<file path="src/rtl/l2tsw_pkg.sv">
package l2tsw_pkg;

	// Defaults for the top level parameters
	localparam int MAX_DIM_DEF          = 1024;
	localparam int MIN_PADDED_WIDTH_DEF = 64;

	// Fixed field widths
	localparam int CFG_W    = 11;
	localparam int CFG_IDX_W = 2;
	localparam int PIX_W    = 32;
	localparam int OFF_W    = 22;

	// Tile geometry: 8x8 tiles, 64 pixels each
	localparam int TILE_SHIFT        = 3;
	localparam int TILE_PIXELS_SHIFT = 6;

	// Reset values of the registers
	localparam logic [CFG_W-1:0] IMAGE_DIM_RST = CFG_W'(64);

	// Register indexes on the write port
	typedef enum logic [CFG_IDX_W-1:0] {
		REG_IMAGE_WIDTH   = 2'd0,
		REG_IMAGE_HEIGHT  = 2'd1,
		REG_PIXEL_FORMAT  = 2'd2,
		REG_REVERSE_BYTES = 2'd3
	} cfg_reg_t;

	// Pixel format codes
	localparam logic FMT_RGBA8    = 1'b0;
	localparam logic FMT_RGBA5551 = 1'b1;

	// Mode bits handed from the front to the back
	typedef struct packed {
		logic fmt;      // FMT_RGBA8 or FMT_RGBA5551
		logic reverse;  // byte reversal of 32-bit pixels
	} mode_t;

	// Z-order interleave of the low three column and row bits
	function automatic logic [TILE_PIXELS_SHIFT-1:0] morton_in_tile(
		input logic [TILE_SHIFT-1:0] x,
		input logic [TILE_SHIFT-1:0] y
	);
		morton_in_tile = {y[2], x[2], y[1], x[1], y[0], x[0]};
	endfunction

endpackage

</file>
<file path="src/rtl/l2tsw_fifo.sv">
module l2tsw_fifo #(
	parameter int W = 8
) (
	input  logic         clk,
	input  logic         arst_n,
	input  logic         push,
	input  logic [W-1:0] push_data,
	output logic         full,
	input  logic         pop,
	output logic         head_valid,
	output logic [W-1:0] head_data
);

	logic [W-1:0] mem_q [2];
	logic         wr_ptr_q;
	logic         rd_ptr_q;
	logic [1:0]   count_q;

	// Storage, no reset needed on payload
	always_ff @(posedge clk) begin
		if (push) begin
			mem_q[wr_ptr_q] <= push_data;
		end
	end

	// Pointers and fill count
	always_ff @(posedge clk or negedge arst_n) begin
		if (!arst_n) begin
			wr_ptr_q <= 1'b0;
			rd_ptr_q <= 1'b0;
			count_q  <= 2'd0;
		end else begin
			if (push) begin
				wr_ptr_q <= ~wr_ptr_q;
			end
			if (pop) begin
				rd_ptr_q <= ~rd_ptr_q;
			end
			case ({push, pop})
				2'b10:   count_q <= count_q + 2'd1;
				2'b01:   count_q <= count_q - 2'd1;
				default: count_q <= count_q;
			endcase
		end
	end

	assign full       = (count_q == 2'd2);
	assign head_valid = (count_q != 2'd0);
	assign head_data  = mem_q[rd_ptr_q];

endmodule

</file>
<file path="src/rtl/l2tsw_front.sv">
module l2tsw_front #(
	parameter int MAX_DIM          = l2tsw_pkg::MAX_DIM_DEF,
	parameter int MIN_PADDED_WIDTH = l2tsw_pkg::MIN_PADDED_WIDTH_DEF,
	localparam int CW     = $clog2(MAX_DIM),
	localparam int PW_MAX = (MIN_PADDED_WIDTH > 2 * MAX_DIM) ? MIN_PADDED_WIDTH : 2 * MAX_DIM,
	localparam int PW_W   = $clog2(PW_MAX + 1),
	localparam int TW     = PW_W - l2tsw_pkg::TILE_SHIFT
) (
	input  logic                             clk,
	input  logic                             arst_n,
	// register write port
	input  logic                             cfg_we,
	input  logic [l2tsw_pkg::CFG_IDX_W-1:0]  cfg_index,
	input  logic [l2tsw_pkg::CFG_W-1:0]      cfg_data,
	// request in
	input  logic                             in_valid,
	input  logic                             q_full,
	output logic                             push,
	output logic [CW-1:0]                    x,
	output logic [CW-1:0]                    y,
	output logic                             last,
	// settings seen by the back
	output logic [TW-1:0]                    tiles_per_row,
	output l2tsw_pkg::mode_t                 mode
);

	localparam int CFG_W = l2tsw_pkg::CFG_W;
	localparam int DW    = (CW + 1 > CFG_W) ? CW + 1 : CFG_W;

	logic [CFG_W-1:0] width_q;
	logic [CFG_W-1:0] height_q;
	logic             fmt_q;
	logic             reverse_q;
	logic [CW-1:0]    col_q;
	logic [CW-1:0]    row_q;
	logic [TW-1:0]    tpr_q;

	logic [DW-1:0]    w_c;
	logic [DW-1:0]    h_c;
	logic [DW-1:0]    col_inc;
	logic [DW-1:0]    row_inc;
	logic [PW_W-1:0]  pw;

	// Register writes
	always_ff @(posedge clk or negedge arst_n) begin
		if (!arst_n) begin
			width_q   <= l2tsw_pkg::IMAGE_DIM_RST;
			height_q  <= l2tsw_pkg::IMAGE_DIM_RST;
			fmt_q     <= l2tsw_pkg::FMT_RGBA8;
			reverse_q <= 1'b0;
		end else if (cfg_we) begin
			case (l2tsw_pkg::cfg_reg_t'(cfg_index))
				l2tsw_pkg::REG_IMAGE_WIDTH:   width_q   <= cfg_data;
				l2tsw_pkg::REG_IMAGE_HEIGHT:  height_q  <= cfg_data;
				l2tsw_pkg::REG_PIXEL_FORMAT:  fmt_q     <= cfg_data[0];
				l2tsw_pkg::REG_REVERSE_BYTES: reverse_q <= cfg_data[0];
				default: ;
			endcase
		end
	end

	// Clamp dimensions to 1..MAX_DIM
	always_comb begin
		if (width_q == '0) begin
			w_c = DW'(1);
		end else if (DW'(width_q) > DW'(MAX_DIM)) begin
			w_c = DW'(MAX_DIM);
		end else begin
			w_c = DW'(width_q);
		end
		if (height_q == '0) begin
			h_c = DW'(1);
		end else if (DW'(height_q) > DW'(MAX_DIM)) begin
			h_c = DW'(MAX_DIM);
		end else begin
			h_c = DW'(height_q);
		end
	end

	// Padded width: smallest MIN_PADDED_WIDTH << k that covers the width
	always_comb begin
		pw = PW_W'(MIN_PADDED_WIDTH);
		for (int k = CW; k >= 0; k--) begin
			if ((64'(MIN_PADDED_WIDTH) << k) >= 64'(w_c)) begin
				pw = PW_W'(64'(MIN_PADDED_WIDTH) << k);
			end
		end
	end

	// Tiles per row, registered from the padded width, so it trails a width write by one register
	always_ff @(posedge clk) begin
		tpr_q <= pw[PW_W-1:l2tsw_pkg::TILE_SHIFT];
	end

	// Raster position and end of row / image
	assign col_inc = DW'(col_q) + DW'(1);
	assign row_inc = DW'(row_q) + DW'(1);
	assign last    = (col_inc >= w_c) && (row_inc >= h_c);
	assign push    = in_valid && !q_full;

	always_ff @(posedge clk or negedge arst_n) begin
		if (!arst_n) begin
			col_q <= '0;
			row_q <= '0;
		end else if (push) begin
			if (col_inc >= w_c) begin
				col_q <= '0;
				if (row_inc >= h_c) begin
					row_q <= '0;
				end else begin
					row_q <= CW'(row_inc);
				end
			end else begin
				col_q <= CW'(col_inc);
			end
		end
	end

	assign x             = col_q;
	assign y             = row_q;
	assign tiles_per_row = tpr_q;
	assign mode.fmt      = fmt_q;
	assign mode.reverse  = reverse_q;

endmodule

</file>
<file path="src/rtl/l2tsw_back.sv">
module l2tsw_back #(
	parameter int MAX_DIM          = l2tsw_pkg::MAX_DIM_DEF,
	parameter int MIN_PADDED_WIDTH = l2tsw_pkg::MIN_PADDED_WIDTH_DEF,
	localparam int CW     = $clog2(MAX_DIM),
	localparam int PW_MAX = (MIN_PADDED_WIDTH > 2 * MAX_DIM) ? MIN_PADDED_WIDTH : 2 * MAX_DIM,
	localparam int PW_W   = $clog2(PW_MAX + 1),
	localparam int TW     = PW_W - l2tsw_pkg::TILE_SHIFT
) (
	input  logic                          clk,
	input  logic                          arst_n,
	// queue head
	input  logic                          head_valid,
	input  logic [CW-1:0]                 x,
	input  logic [CW-1:0]                 y,
	input  logic                          last,
	input  logic [l2tsw_pkg::PIX_W-1:0]   pixel,
	output logic                          pop,
	// settings
	input  logic [TW-1:0]                 tiles_per_row,
	input  l2tsw_pkg::mode_t              mode,
	// result out
	output logic                          out_valid,
	input  logic                          out_stall,
	output logic [l2tsw_pkg::OFF_W-1:0]   dest_offset,
	output logic [l2tsw_pkg::PIX_W-1:0]   pixel_out,
	output logic                          last_pixel
);

	localparam int TS  = l2tsw_pkg::TILE_SHIFT;
	localparam int TPS = l2tsw_pkg::TILE_PIXELS_SHIFT;
	localparam int YTW = CW - TS;
	localparam int PRW = YTW + TW;
	localparam int IW  = PRW + TPS + 1;
	localparam int OW  = IW + 2;

	logic                         valid_q;
	logic [l2tsw_pkg::OFF_W-1:0]  offset_q;
	logic [l2tsw_pkg::PIX_W-1:0]  pixel_q;
	logic                         last_q;

	logic [PRW-1:0]               tile_row_base;
	logic [IW-1:0]                index;
	logic [OW-1:0]                offset;
	logic [l2tsw_pkg::PIX_W-1:0]  pixel_conv;
	logic                         load;

	// Linear pixel index: tile number times 64 plus the Z-order index
	always_comb begin
		tile_row_base = PRW'(y[CW-1:TS]) * PRW'(tiles_per_row);
		index = IW'({tile_row_base, TPS'(0)}) + IW'({x[CW-1:TS], TPS'(0)})
			+ IW'(l2tsw_pkg::morton_in_tile(x[TS-1:0], y[TS-1:0]));
		if (mode.fmt == l2tsw_pkg::FMT_RGBA5551) begin
			offset = OW'({index, 1'b0});
		end else begin
			offset = {index, 2'b00};
		end
	end

	// Pixel: low half in 16-bit format, optional byte reversal otherwise
	always_comb begin
		if (mode.fmt == l2tsw_pkg::FMT_RGBA5551) begin
			pixel_conv = {16'h0000, pixel[15:0]};
		end else if (mode.reverse) begin
			pixel_conv = {pixel[7:0], pixel[15:8], pixel[23:16], pixel[31:24]};
		end else begin
			pixel_conv = pixel;
		end
	end

	// Output register takes a new result when empty or being drained
	assign load = !valid_q || !out_stall;
	assign pop  = head_valid && load;

	always_ff @(posedge clk or negedge arst_n) begin
		if (!arst_n) begin
			valid_q <= 1'b0;
		end else if (load) begin
			valid_q <= head_valid;
		end
	end

	always_ff @(posedge clk) begin
		if (pop) begin
			offset_q <= l2tsw_pkg::OFF_W'(offset);
			pixel_q  <= pixel_conv;
			last_q   <= last;
		end
	end

	assign out_valid   = valid_q;
	assign dest_offset = offset_q;
	assign pixel_out   = pixel_q;
	assign last_pixel  = last_q;

endmodule

</file>
<file path="src/rtl/linear_to_tiled_texture_swizzle.sv">
// Linear-to-tiled texture swizzle with 8x8 Z-order tiles.
// Input channel (in_valid / in_stall / pixel_in): source pixels in raster
// order. Output channel (out_valid / out_stall): for each pixel its byte
// offset in the tiled texture, the pixel to store and a flag on the final
// pixel of the image. Column and row counters wrap after that pixel.
// Register port (cfg_we / cfg_index / cfg_data): image width, image height,
// pixel format, byte reversal; write only while no request is in flight.
// An accepted request is written into the request queue and from there
// into the output register. Throughput: one pixel per cycle while the output
// is not stalled, set by the combinational address path (one multiply and add)
// between the request queue and the output register. A two-entry queue parts the counting front from
// the address back; in_stall rises only when that queue is full, so a stalled
// output lets two more requests in before the input stalls. Results hold
// while out_stall is high. Reset clears both counters, the queue and the
// output valid, and sets the registers to 64 x 64, RGBA8, no reversal.
module linear_to_tiled_texture_swizzle #(
	parameter int MAX_DIM          = l2tsw_pkg::MAX_DIM_DEF,
	parameter int MIN_PADDED_WIDTH = l2tsw_pkg::MIN_PADDED_WIDTH_DEF
) (
	input  logic                             clk,
	input  logic                             arst_n,
	input  logic                             cfg_we,
	input  logic [l2tsw_pkg::CFG_IDX_W-1:0]  cfg_index,
	input  logic [l2tsw_pkg::CFG_W-1:0]      cfg_data,
	input  logic                             in_valid,
	output logic                             in_stall,
	input  logic [l2tsw_pkg::PIX_W-1:0]      pixel_in,
	output logic                             out_valid,
	input  logic                             out_stall,
	output logic [l2tsw_pkg::OFF_W-1:0]      dest_offset,
	output logic [l2tsw_pkg::PIX_W-1:0]      pixel_out,
	output logic                             last_pixel
);

	localparam int CW     = $clog2(MAX_DIM);
	localparam int PW_MAX = (MIN_PADDED_WIDTH > 2 * MAX_DIM) ? MIN_PADDED_WIDTH : 2 * MAX_DIM;
	localparam int PW_W   = $clog2(PW_MAX + 1);
	localparam int TW     = PW_W - l2tsw_pkg::TILE_SHIFT;
	localparam int PIX_W  = l2tsw_pkg::PIX_W;
	localparam int EW     = 1 + 2 * CW + PIX_W;

	logic                  push;
	logic                  q_full;
	logic [CW-1:0]         fx;
	logic [CW-1:0]         fy;
	logic                  flast;
	logic [TW-1:0]         tiles_per_row;
	l2tsw_pkg::mode_t      mode;
	logic                  head_valid;
	logic [EW-1:0]         head_data;
	logic                  pop;

	// Front: registers, counters, end-of-image detection
	l2tsw_front #(
		.MAX_DIM          (MAX_DIM),
		.MIN_PADDED_WIDTH (MIN_PADDED_WIDTH)
	) u_front (
		.clk           (clk),
		.arst_n        (arst_n),
		.cfg_we        (cfg_we),
		.cfg_index     (cfg_index),
		.cfg_data      (cfg_data),
		.in_valid      (in_valid),
		.q_full        (q_full),
		.push          (push),
		.x             (fx),
		.y             (fy),
		.last          (flast),
		.tiles_per_row (tiles_per_row),
		.mode          (mode)
	);

	// Request queue between front and back
	l2tsw_fifo #(
		.W (EW)
	) u_fifo (
		.clk        (clk),
		.arst_n     (arst_n),
		.push       (push),
		.push_data  ({flast, fy, fx, pixel_in}),
		.full       (q_full),
		.pop        (pop),
		.head_valid (head_valid),
		.head_data  (head_data)
	);

	// Back: address, pixel conversion, output register
	l2tsw_back #(
		.MAX_DIM          (MAX_DIM),
		.MIN_PADDED_WIDTH (MIN_PADDED_WIDTH)
	) u_back (
		.clk           (clk),
		.arst_n        (arst_n),
		.head_valid    (head_valid),
		.x             (head_data[PIX_W +: CW]),
		.y             (head_data[PIX_W + CW +: CW]),
		.last          (head_data[EW-1]),
		.pixel         (head_data[PIX_W-1:0]),
		.pop           (pop),
		.tiles_per_row (tiles_per_row),
		.mode          (mode),
		.out_valid     (out_valid),
		.out_stall     (out_stall),
		.dest_offset   (dest_offset),
		.pixel_out     (pixel_out),
		.last_pixel    (last_pixel)
	);

	assign in_stall = q_full;

endmodule

</file>
<file path="config.mk">
export PLATFORM = sky130hd
export DESIGN_NAME = linear_to_tiled_texture_swizzle
export DESIGN_NICKNAME = d
export VERILOG_FILES = /design/src/rtl/l2tsw_pkg.sv /design/src/rtl/l2tsw_fifo.sv /design/src/rtl/l2tsw_front.sv /design/src/rtl/l2tsw_back.sv /design/src/rtl/linear_to_tiled_texture_swizzle.sv
export SDC_FILE = /design/constraint.sdc
export NUM_CORES = 1
export LEC_CHECK = 0
export BUFFER_PORTS_ARGS = -buffer_cell sky130_fd_sc_hd__buf_2
export CAP_MARGIN = 20
export CORE_MARGIN = 1.5
export CORE_UTILIZATION = 60
export DETAILED_ROUTE_END_ITERATION = 8
export PLACE_DENSITY = 0.89
export SYNTH_ARGS = -nofsm -noshare
export SYNTH_HDL_FRONTEND = slang
export SYNTH_SLANG_ARGS = --single-unit
</file>
<file path="constraint.sdc">
create_clock -name clk -period 9.89 [get_ports clk]
set_input_delay 1.4835 -clock clk [delete_from_list [all_inputs] [get_ports clk]]
set_output_delay 1.4835 -clock clk [all_outputs]
set_load 0.05 [all_outputs]
</file>
==> impl_metrics.json <==
{
  "ys_seq_area_share_pct": 55.80,
  "drt_first_pass_iters": 5,
  "synthFlopType": "edfxtp_1",
  "place_inst": 1106,
  "setup.worst_path.start_class": "flop",
  "via_per_inst": 6.227,
  "wl_microns": 23800,
  "synth_edf_count": 160,
  "antenna_found_initial": 0,
  "h-tree-depth": 1,
  "finalSetupTns_ns": 0,
  "cts_resized": 0,
  "r2r_slack_ns": 3.89,
  "critPathRequiredTime_ns": 10.13,
  "rows": 49,
  "grt_first_pass_wirelength_microns": 39030,
  "start_util_pct": 61.39,
  "port_buffers": 105,
  "period_minus_slack_ns": 6.004,
  "drive_above_1_share_pct": 25.95,
  "antenna_cells": 0,
  "die_area_sq_um": 19200,
  "root_buffer": "clkbuf_16",
  "yosysWarnings": 0,
  "cts_buffers": 22,
  "syn-cell-area_sq_um": 11030,
  "antenna_left": 0,
  "status": "finished clean",
  "finalCritPeriodShare_pct": 60.71,
  "place_area_sq_um": 11820,
  "ys_types": 66,
  "crit_path_end_kind": "flop",
  "synth_cells": 790,
  "post-route-util_pct": 69.65,
  "critPathMaxFanout": 57,
  "syn_avg_cell_area_sq_um": 13.96,
  "final_common_cell": "edfxtp_1",
  "setup_viol": 0,
  "hold_path_class": "reg2reg",
  "fmax_mhz": 166.6,
  "path_class": "reg2reg",
  "path_clk_slew_ns": 0.06,
  "grt_pass1_vias": 7384,
  "ys_seq_elements": 215,
  "rsz0062_at_grt": "no",
  "multi_input_area_sq_um": 4629,
  "fin_cells": 1146,
  "cts.sinks": 215,
  "dp_hpwl_microns": 15610,
  "postCtsHoldBufs": 0,
  "pin_count": 107,
  "leakage_nw": 5.066,
  "avgRoutedWirePerCell_microns": 20.77,
  "die_w_microns": 138.6,
  "fillCellCount": 1091,
  "grt_overflow": 0,
  "vdd.ir_drop.worst_mv": 0.3003,
  "place.gp.congestion": 0.8352,
  "arrival_ns": 6.24,
  "layout.nets": 1028,
  "core-area_sq_um": 17960,
  "slew_violations": 0,
  "first_iter_violations": 780,
  "drv_cap": 0,
  "clock_path_buffers": 3,
  "finalClockSkew_ns": 0.01831,
  "vias": 7136,
  "cts_tree": "done",
  "gr-usage-all-layers_pct": 25.48,
  "fp.dieH_microns": 138.6,
  "powerDensity_nw_per_um2": 349.1,
  "async_reset_ff_share_pct": 22.79,
  "cts_setup_buffers": 0,
  "finish.instance_area_sq_um": 12510,
  "slew-limit-headroom_pct": 30.74,
  "mostFrequentLayoutCells": "edfxtp_1 (160), buf_2 (105), nand2_1 (59)",
  "grt_max_degree": 58,
  "clk_latency_ns": 0.50,
  "syn2layout_area_growth_pct": 13.44,
  "drc": 0,
  "tightest_slew_ns": 1.039,
  "seqCellArea_sq_um": 6157,
  "hold_violations": 0
}
-- synth_stat cells, types with 6 or more instances --
master | number | area [sq um]
mux2i_1 | 12 | 120.1
and2_1 | 19 | 118.9
a21o_1 | 11 | 82.58
nor2b_1 | 36 | 225.2
a32o_1 | 8 | 80.08
mux2_2 | 32 | 360.4
and3_1 | 7 | 43.79
clkbuf_1 | 18 | 67.56
nand3_1 | 12 | 60.06
nand2_1 | 59 | 221.5
fa_1 | 19 | 380.4
edfxtp_1 | 160 | 4805
nor3_1 | 7 | 35.03
inv_1 | 39 | 146.4
dfrtp_1 | 47 | 1176
a221oi_1 | 7 | 61.31
nor2_1 | 36 | 135.1
xor2_1 | 13 | 113.9
ha_1 | 58 | 725.7
o21ai_0 | 10 | 50.05
nand2b_1 | 12 | 75.07
a211oi_1 | 6 | 45.04
a21oi_1 | 26 | 130.1
dfxtp_1 | 6 | 120.1
mux4_2 | 37 | 833.3
xnor2_1 | 18 | 157.7
o22ai_1 | 9 | 56.30
-- stage by stage --
stage	total power, mW	worst slack (ns)	hold slack [ns]
4_1_cts	4.367	3.898	0.5004
3_3_place_gp	3.439	4.141	0.4808
2_1_floorplan	3.091	4.611	0.4604
6_report	4.367	3.886	0.4972
3_5_place_dp	3.549	3.980	0.4895
5_1_grt	4.611	3.478	0.5298
-- where the power goes --
part | switching [mW] | internal (mW) | leakage, nW
Combinational | 1.26 | 0.728 | 2.56
Sequential | 0.236 | 1.36 | 2.16
Clock | 0.329 | 0.452 | 0.342
Total | 1.83 | 2.54 | 5.07
-- sequential cells by signal (all words and copies together) (netlist names) --
| name | cells |
|---|---|
| u_front.x | 10 |
| u_front.fmt_q | 1 |
| u_fifo.wr_ptr_q | 1 |
| u_front.width_q | 11 |
| u_front.reverse_q | 1 |
| u_front.tiles_per_row | 6 |
| u_front.height_q | 11 |
| u_front.y | 10 |
| u_back.last_pixel | 1 |
| u_back.dest_offset | 21 |
| u_back.pixel_out | 32 |
| u_back.out_valid | 1 |
| u_fifo.rd_ptr_q | 1 |
| u_fifo.mem_q | 106 |
| u_fifo.count_q | 2 |
-- logic make-up (layout without fill, tap and decap cells) --
logic type      Yosys count  in the layout  share of synthesized area (%)
flops                   215            215                          55.80
mux                      81             81                          11.91
fa+ha+maj                77             77                          10.03
simple gates            209            209                          9.973
other cells               1              2                        0.03400
xor+xnor                 31             31                          2.462
compound gates          107            107                          7.352
buf+inv                  69            195                          2.439
-- routing by layer --
metal / GRT usage, % / vias up / wire [microns]
met5: 0 / - / 0
met4: 9.695 / 0 / 921
met1: 33.19 / 3481 / 9252
met3: 3.177 / 81 / 1462
met2: 44.20 / 391 / 12160
li1: - / 3183 / -
-- worst max-delay path: stages (launching register included) --
cell,delay (ns)
dfrtp_4,1.10
mux2i_1,0.54
nor2b_1,0.13
fa_1,0.47
ha_1,0.29
inv_1,0.06
fa_1,0.51
fa_1,0.54
inv_1,0.04
ha_1,0.27
a211o_1,0.39
and4_4,0.23
a2111oi_4,0.47
nor4_2,0.14
and4bb_1,0.23
a211oi_2,0.22
o21ai_2,0.07
-- worst paths after layout --
| path | endpoint | depth (start not counted) | from |
|---|---|---|---|
| max reg2reg | u_back.dest_offset[21] | 16 | u_fifo.rd_ptr_q |
| max in group asynchronous | u_fifo.rd_ptr_q | 2 | arst_n |
| min in group asynchronous | u_front.height_q[8] | 2 | arst_n |
| min | u_fifo.count_q[1] | 1 | u_fifo.count_q[1] |
| max | u_back.dest_offset[21] | 16 | u_fifo.rd_ptr_q |
| min reg2reg | u_fifo.count_q[1] | 1 | u_fifo.count_q[1] |
-- layout make-up --
cell class	count	area share [%]
multi-input combinational	507	37.00
inverter	41	1.230
clock buffer	34	5.161
tap	229	2.290
timing repair buffer	114	4.740
sequential	215	49.22
clock inverter	6	0.3600
Power figures use the tool's default switching activity.
